<file path="src/rtl/bbcm_pkg.sv">
package bbcm_pkg;

   localparam int unsigned LIST_BITS = 2;
   localparam int unsigned REF_BITS = 8;
   localparam int unsigned STATUS_BITS = 3;
   localparam int unsigned KIND_BITS = 2;
   localparam int unsigned IDX_BITS = 6;
   localparam int unsigned COUNT_BITS = 7;

   typedef enum logic [LIST_BITS-1:0] {
      LIST_UNUSED = 2'd0,
      LIST_CLEAN  = 2'd1,
      LIST_DIRTY  = 2'd2,
      LIST_REF    = 2'd3
   } list_type;

   typedef enum logic [KIND_BITS-1:0] {
      KIND_GET      = 2'd0,
      KIND_GET_READ = 2'd1,
      KIND_GET_NEW  = 2'd2,
      KIND_RELEASE  = 2'd3
   } kind_type;

   localparam logic [STATUS_BITS-1:0] ST_HIT      = 3'd0;
   localparam logic [STATUS_BITS-1:0] ST_MISS     = 3'd1;
   localparam logic [STATUS_BITS-1:0] ST_NO_SLOT  = 3'd2;
   localparam logic [STATUS_BITS-1:0] ST_REL_OK   = 3'd3;
   localparam logic [STATUS_BITS-1:0] ST_ERROR    = 3'd4;

   typedef struct packed {
      logic load;
      logic search;
      logic commit;
   } cmd_type;

   typedef struct packed {
      logic is_release;
   } stat_type;

endpackage

</file>
<file path="src/rtl/bbcm_ctrl.sv">
module bbcm_ctrl (
   input  logic                clock,
   input  logic                reset,
   input  logic                start,
   input  bbcm_pkg::stat_type  stat,
   output logic                busy,
   output bbcm_pkg::cmd_type   cmd
);
   import bbcm_pkg::*;

   typedef enum logic [1:0] {
      S_IDLE,
      S_SEARCH,
      S_COMMIT
   } state_type;

   state_type state_ff, state_in;
   logic busy_ff, busy_in;

   always_comb begin
      state_in = state_ff;
      busy_in = busy_ff;
      unique case (state_ff)
         S_IDLE: begin
            if (start) begin
               state_in = S_SEARCH;
               busy_in = 1'b1;
            end
         end
         S_SEARCH: begin
            state_in = S_COMMIT;
         end
         S_COMMIT: begin
            state_in = S_IDLE;
            busy_in = 1'b0;
         end
         default: begin
            state_in = S_IDLE;
            busy_in = 1'b0;
         end
      endcase
   end

   always_ff @(posedge clock) begin
      if (reset) begin
         state_ff <= S_IDLE;
         busy_ff <= 1'b0;
      end else begin
         state_ff <= state_in;
         busy_ff <= busy_in;
      end
   end

   assign busy = busy_ff;
   assign cmd.load = (state_ff == S_IDLE) && start;
   assign cmd.search = (state_ff == S_SEARCH) && !stat.is_release;
   assign cmd.commit = (state_ff == S_COMMIT);
endmodule

</file>
<file path="config.mk">
export PLATFORM = sky130hd
export DESIGN_NAME = bbcm_ctrl
export DESIGN_NICKNAME = d
export VERILOG_FILES = /design/src/rtl/bbcm_pkg.sv /design/src/rtl/bbcm_ctrl.sv
export SDC_FILE = /design/constraint.sdc
export NUM_CORES = 1
export LEC_CHECK = 0
export ABC_AREA = 1
export BUFFER_PORTS_ARGS = -buffer_cell sky130_fd_sc_hd__buf_2
export CAP_MARGIN = 20
export CELL_PAD_IN_SITES_DETAIL_PLACEMENT = 0
export CELL_PAD_IN_SITES_GLOBAL_PLACEMENT = 2
export CORE_AREA = 2 2 39 41
export CTS_CLUSTER_DIAMETER = 40
export DETAILED_ROUTE_END_ITERATION = 16
export DIE_AREA = 0 0 41 43
export PLACE_DENSITY_LB_ADDON = 0.2
export SLEW_MARGIN = 10
export SYNTH_ARGS = -nofsm -noshare
export SYNTH_HDL_FRONTEND = slang
export SYNTH_SLANG_ARGS = --single-unit
</file>
<file path="constraint.sdc">
create_clock -name clock -period 1.6 [get_ports clock]
set_input_delay 0.4 -clock clock [delete_from_list [all_inputs] [get_ports clock]]
set_output_delay 0.4 -clock clock [all_outputs]
set_load 0.05 [all_outputs]
</file>
==> flow_summary.json <==
{
  "status": "completed",
  "tightestPinTransition_ns": 0.249,
  "slew_violations": 0,
  "postCtsSetupBuffers": 0,
  "finalSetupTns_ns": 0,
  "yosysWarnings": 0,
  "wl_per_cell_um": 6.42,
  "dieArea_um2": 1760,
  "io_pins": 8,
  "first_pass_iters": 3,
  "hp-start": "reset",
  "cts_sinks": 3,
  "cts_buffers": 3,
  "grt_setup_unrepaired": "no",
  "worstPathMaxFanout": 3,
  "pwr-share-comb_pct": 17.1,
  "io_buffers": 7,
  "worstSkewPairLatency_ns": 0.23,
  "switching_share_pct": 29.2,
  "fin_nets": 32,
  "grt_use_met1_pct": 4.47,
  "die_w_um": 41,
  "clkTransAtPathRegs_ns": 0.04,
  "viasPerCell": 2.91,
  "busiest_layer": "met3",
  "synthSimpleGateAreaFrac_pct": 28.0,
  "grt_pass1_wl_um": 531,
  "clock-root-buffer": "clkbuf_4",
  "drc": 0,
  "core-area_um2": 1380,
  "cts-htree-levels": 1,
  "skew_ns": 0.000827,
  "synth_compound_area_share_pct": 7.53,
  "grt_pass1_vias": 142,
  "layout_commonest_cell": "buf_2",
  "hold_depth": 2,
  "worst_slack_ns": 0.178,
  "place_ws_ns": 0.299,
  "drt_iter0_markers": 2,
  "hold_buffers": 0,
  "grt_max_degree": 4,
  "use_met2_pct": 5.63,
  "ant_nets": 0,
  "synth_mux_area_share_pct": 0,
  "period_minus_slack_ns": 1.42,
  "setup_viol": 0,
  "p_seq_share_pct": 31.8,
  "critPathRequiredTime_ns": 1.20,
  "hold_path_end": "state_ff[1]$_SDFFE_PP0P_",
  "rr_worst_depth": 3,
  "start_util_pct": 8.41,
  "synth_nets": 20,
  "hold_viol": 0,
  "cts_tree": "built",
  "gr-total-overflow": 0,
  "rows": 14,
  "vias": 125,
  "crit_type": "reg -> out",
  "start_kind": "flip-flop",
  "antenna_found_initial": 0,
  "power.leakage_nw": 0.105,
  "power.internal_w": 0.000185,
  "switching_power_w": 0.0000765,
  "gp_congestion": 0.613,
  "synthAdderAreaFrac_pct": 0,
  "worstSetupEndpointType": "primary output",
  "layout_common_cells": "7 x buf_2, 5 x nor2_1, 3 x dfxtp_1, 3 x clkbuf_4",
  "routed_wl_um": 276,
  "slew_headroom_pct": 83.5,
  "cts.repair.resized": 0,
  "syn2layout_area_growth_pct": 69.9,
  "fmax_mhz": 703,
  "synthXorXnorAreaFrac_pct": 0,
  "drv_cap": 0,
  "ir_drop_mv": 0.252,
  "diodes": 0,
  "power.density_nw_per_um2": 1320,
  "synth_seq_area_share_pct": 51.6,
  "syn_inst": 16,
  "final_layout_size_suffix_gt1_share_pct": 51.9,
  "reg2reg_from": "state_ff[0]$_SDFFE_PP0P_",
  "synth.avg_cell_area_um2": 7.27,
  "netlist_area_um2": 116,
  "crit_chain": "nand2_1, nor2_1, buf_2",
  "fp.dieH_um": 43,
  "ys_ff_latch": 3,
  "grt_util_met3_pct": 6.28,
  "grt_util_all_layers_pct": 5.31,
  "r2r-end": "busy$_SDFFE_PP0P_",
  "worstPathArrival_ns": 1.02,
  "synth_top_family_by_area": "simple AND/OR/NAND/NOR gates",
  "holdCritPathClass": "in -> reg",
  "max_stage_delay_ns": 0.36,
  "ys_types": 7,
  "reg2reg_slack_ns": 0.96,
  "post-route-period-util_pct": 88.9,
  "critPathSlowestCell": "dfxtp_1",
  "clock_path_buffers": 2,
  "power_frac_clock_pct": 51.1
}
## layout make-up
| cell class | count | area (µm²) |
|---|---|---|
| multi-input cells | 9 | 41.3 |
| flip-flops and latches | 3 | 60.1 |
| well taps | 16 | 20.0 |
| inverters | 4 | 15.0 |
| repair buffers | 7 | 35.0 |
| fillers | 164 | 1190 |
| clock buffers | 4 | 26.3 |
## worst max path at each step
stage,cells past startpoint,from,slack (ns),to
floorplan,2,start,0.1,cmd[2]
global placement,4,start,0.30,cmd[2]
detailed placement,4,start,0.30,cmd[2]
CTS,3,state_ff[0]$_SDFFE_PP0P_,0.16,cmd[1]
global route,3,state_ff[0]$_SDFFE_PP0P_,0.05,cmd[1]
finish,3,state_ff[0]$_SDFFE_PP0P_,0.18,cmd[1]
## worst max-delay path, delay by kind of cell (launching register included)
family	cells	cell delay [ns]
buffers and inverters	1	0.26
AND/OR/NAND/NOR	2	0.17
flip-flops	1	0.36
## power groups by stage
stage | combinational, W | clock (W) | sequential (W)
5_1_grt | 0.0000491 | 0.000150 | 0.0000838
3_5_place_dp | 0.0000453 | 0 | 0.0000843
2_1_floorplan | 0.0000262 | 0 | 0.0000916
3_3_place_gp | 0.0000455 | 0 | 0.0000844
6_report | 0.0000447 | 0.000134 | 0.0000833
4_1_cts | 0.0000455 | 0.000141 | 0.0000833
## synthesized netlist by cell type
master,number,share of area [%]
a21oi_2,1,7.5
dfxtp_1,3,52
inv_1,2,6.5
inv_2,2,6.5
nand2_1,2,6.5
nand2_2,1,5.4
nor2_1,5,16
## routing by layer
metal / up-vias / part of all wire (%)
met3: 0 / 16
met1: 53 / 41
li1: 66 / -
met5: - / 0
met4: 0 / 0
met2: 6 / 42
## kinds of logic after synthesis
group,Yosys count
AND/OR/NAND/NOR,8
buffers and inverters,4
flip-flops,3
AO/OA/AOI/OAI,1
## registers in the layout (all words and copies together), names as in the netlist
| register | cells |
|---|---|
| state_ff | 2 |
| busy | 1 |
## metrics by stage
stage | power, W | cells | cell area [µm²] | hold slack (ns) | util [%]
floorplan | 0.000118 | 16 | 116 | 0.465 | -
global placement | 0.000130 | 39 | 171 | 0.448 | 12.4
detailed placement | 0.000130 | 39 | 171 | 0.451 | 12.4
CTS | 0.000270 | 43 | 198 | 0.327 | 14.3
global route | 0.000283 | 43 | 198 | 0.337 | 14.3
finish | 0.000262 | 43 | 198 | 0.336 | 14.3
(Power assumes the default switching activity.)
